`src/mspt_ram.sv`:
```
// Generic single write port, single read port RAM with registered read data.
// Depends on nothing; the read register holds its value while no read is issued.
`timescale 1ns / 1ps

module mspt_ram #(
   parameter int WIDTH = 32,
   parameter int DEPTH = 64
) (
   input  logic                     clock,
   input  logic                     wr_en,
   input  logic [$clog2(DEPTH)-1:0] wr_addr,
   input  logic [WIDTH-1:0]         wr_data,
   input  logic                     rd_en,
   input  logic [$clog2(DEPTH)-1:0] rd_addr,
   output logic [WIDTH-1:0]         rd_data
);

   logic [WIDTH-1:0] mem_ff [DEPTH];
   logic [WIDTH-1:0] rd_data_ff;

   // Storage write and registered read.
   always_ff @(posedge clock) begin
      if (wr_en) begin
         mem_ff[wr_addr] <= wr_data;
      end
      if (rd_en) begin
         rd_data_ff <= mem_ff[rd_addr];
      end
   end

   assign rd_data = rd_data_ff;

endmodule

```
`config.mk`:
```
export PLATFORM = sky130hd
export DESIGN_NAME = mspt_ram
export DESIGN_NICKNAME = d
export VERILOG_FILES = /design/src/mspt_ram.sv
export SDC_FILE = /design/constraint.sdc
export NUM_CORES = 2
export LEC_CHECK = 0
export BUFFER_PORTS_ARGS = -buffer_cell sky130_fd_sc_hd__buf_4
export CAP_MARGIN = 20
export CORE_ASPECT_RATIO = 0.7
export CORE_MARGIN = 1.5
export CORE_UTILIZATION = 30
export DETAILED_ROUTE_END_ITERATION = 10
export PLACE_DENSITY = 0.46
export SYNTH_ARGS = -nofsm -noshare
export SYNTH_HDL_FRONTEND = slang
export SYNTH_SLANG_ARGS = --single-unit
```
`constraint.sdc`:
```
create_clock -name clock -period 7.2 [get_ports clock]
set_input_delay 1.44 -clock clock [delete_from_list [all_inputs] [get_ports clock]]
set_output_delay 1.44 -clock clock [all_outputs]
set_load 0.02 [all_outputs]
```
==> flow_metrics.tcl <==
set metrics [dict create \
    drt_iter0_markers 4590 \
    grt_use_met3_pct 3.33 \
    rrSetupSlack_ns 4.42 \
    nets 3598 \
    relSlewSlack_pct 15.1 \
    wire_per_inst_um 33.1 \
    fp-row-count 157 \
    required_ns 7.76 \
    hp-start "mem_ff[12][4]$_DFFE_PP_" \
    setup_ws_ns 2.82 \
    finalWeightedCongestion 0.750 \
    period_share_pct 60.8 \
    ys_types 33 \
    die_x_um 616 \
    arrival_ns 4.94 \
    setup_violations 0 \
    holdPathStages 4 \
    drive_gt1_share_pct 29.6 \
    clock_path_buffers 4 \
    use_met1_pct 26.9 \
    critical_path_class "primary input to flip-flop" \
    ys_ff_latch 2080 \
    rr_endpoint "rd_data[26]$_DFFE_PP_" \
    vias_per_cell 5.17 \
    period_needed_ns 4.38 \
    dieArea_sq_um 266000 \
    rsz0062_at_grt "false" \
    register_area_sq_um 62500 \
    grt_use_total_pct 17.7 \
    power.leakage_nw 27.6 \
    cts_resized 0 \
    pre_cts_ws_ns 1.95 \
    maxCapViolCount 0 \
    met2_usage_pct 26.5 \
    top_usage_layer "met1" \
    cts.reportedPaths.clkPinSlew_ns 0.07 \
    cts_buffers 199 \
    maxSlewViolCount 0 \
    die_h_um 432 \
    finClkSkew_ns 0.0501 \
    grt_max_degree 80 \
    ant_nets 0 \
    syn_area_sq_um 78800 \
    final_common_cell "edfxtp_1" \
    yosys_most_used_dff "edfxtp_1" \
    hp-class "flip-flop to flip-flop" \
    ctsRootBufferMaster "clkbuf_16" \
    vias 37200 \
    antenna_found_initial 36 \
    core_area_sq_um 261000 \
    wl_mm 238 \
    cts_tree "done" \
    synth-seq-area-share_pct 79.2 \
    grt_pass1_vias 37200 \
    grt_pass1_wl_mm 324 \
    fillers 23900 \
    vdd_drop_max_mv 0.185 \
    final-hold-violation-count 0 \
    cts_max_level 4 \
    clock_sinks 2080 \
    max_freq_ghz 0.228 \
    final_cell_mix "edfxtp_1, mux4_2, clkbuf_16, buf_4, mux2i_1" \
    syn_inst 3324 \
    start_util_pct 30.2 \
    worst_pin_slew_ns 1.27 \
    syn_avg_cell_area_sq_um 23.7 \
    reg2reg_depth 4 \
    startpoint_type "primary input" \
    cts-hold-fix-buffers 0 \
    setup_tns_ns 0 \
    drc_errors 0 \
    ios 79 \
    yosys_warnings 0 \
    dp.final_hpwl_mm 135 \
    port_buffers 78 \
    post_cts.repair.setup_buffers 0 \
    multi_input_area_sq_um 16000 \
    hold_end "rd_data[4]$_DFFE_PP_" \
    synthArstFlopShare_pct 0 \
    area_growth_pct 15.3 \
    grt.overflow.total 0 \
    status "complete, no violations" \
    p_per_area_nw_per_um2 278 \
    synth_edf_count 2080 \
    cp_max_fo 53 \
    r2r_start "mem_ff[63][26]$_DFFE_PP_" \
    syn-num-nets 3371 \
    end_kind "flip-flop" \
    clk_latency_ns 0.85 \
    firstDrtPassIters 5 \
]
-- synth_stat cells, drive strengths merged, types with 7 or more instances --
library cell  count  area, sq um
clkbuf           74          278
o221ai           27          236
nand2b            8         50.1
mux4            544        12300
nor2            137          514
nand2            26         97.6
nor3              7         35.0
a22oi            12         90.1
nor2b            15         93.8
o22ai            84          526
buf             108          608
a311oi            8         70.1
edfxtp         2080        62500
a21oi            62          310
mux2i            93          931
-- where the power goes --
| part | leakage (nW) | internal (mW) | switching, mW |
|---|---|---|---|
| clock | 3.05 | 5.89 | 4.54 |
| combinational | 5.81 | 0.460 | 0.860 |
| sequential | 18.7 | 13.4 | 0.0520 |
-- kinds of logic (layout without fill, tap and decap cells) --
logic type,after synthesis,count (layout),share of synthesized area [%]
buffers and inverters,182,547,1.12
AO/OA/AOI/OAI,202,202,1.67
other,0,10,0
multiplexers,637,637,16.7
AND/OR/NAND/NOR,223,223,1.26
flip-flops,2080,2080,79.2
-- worst max-delay path by stage --
stage                     startpoint                      end
after floorplan           wr_addr[3]  mem_ff[48][0]$_DFFE_PP_
after global placement    rd_addr[1]    rd_data[29]$_DFFE_PP_
after detailed placement  rd_addr[0]    rd_data[26]$_DFFE_PP_
after CTS                 rd_addr[0]    rd_data[30]$_DFFE_PP_
after global routing      rd_addr[0]    rd_data[26]$_DFFE_PP_
final                     rd_addr[0]    rd_data[26]$_DFFE_PP_
-- worst max-delay path, stage by stage --
cell     delay, ns
buf_8         0.53
buf_12        0.38
buf_4         0.34
mux4_2        0.54
mux4_2        0.53
o22ai_1       0.96
nor2_1        0.11
-- layer usage --
metal / part of all wire, % / vias up
met5: 0.016 / -
met3: 7.2 / 292
met2: 44 / 1363
met4: 1.8 / 6
li1: - / 14800
met1: 47 / 20800
-- flip-flops by register name, indices dropped and copies added (netlist names) --
name	flops
mem_ff	2048
rd_data	32
-- stage by stage --
stage | power (mW) | cell area (sq um) | instances | util (%) | hold WS, ns
after floorplan | 14.4 | 78800 | 3324 | - | 0.750
after global placement | 15.1 | 84500 | 6841 | 32.3 | 0.806
after detailed placement | 15.1 | 84600 | 6845 | 32.4 | 0.821
after CTS | 25.5 | 90800 | 7184 | 34.7 | 0.843
after global routing | 26.0 | 90900 | 7191 | 34.8 | 0.902
final | 25.2 | 90900 | 7197 | 34.8 | 0.844
-- cell type report --
type	count	area share, %
clock buffers	233	5.69
clock inverters	106	1.18
multi-input cells	1062	17.6
well taps	3498	4.81
diodes	10	0.0275
repair buffers	208	2.01
flip-flops and latches	2080	68.7
Note: power is estimated with default switching activity, not from simulation.
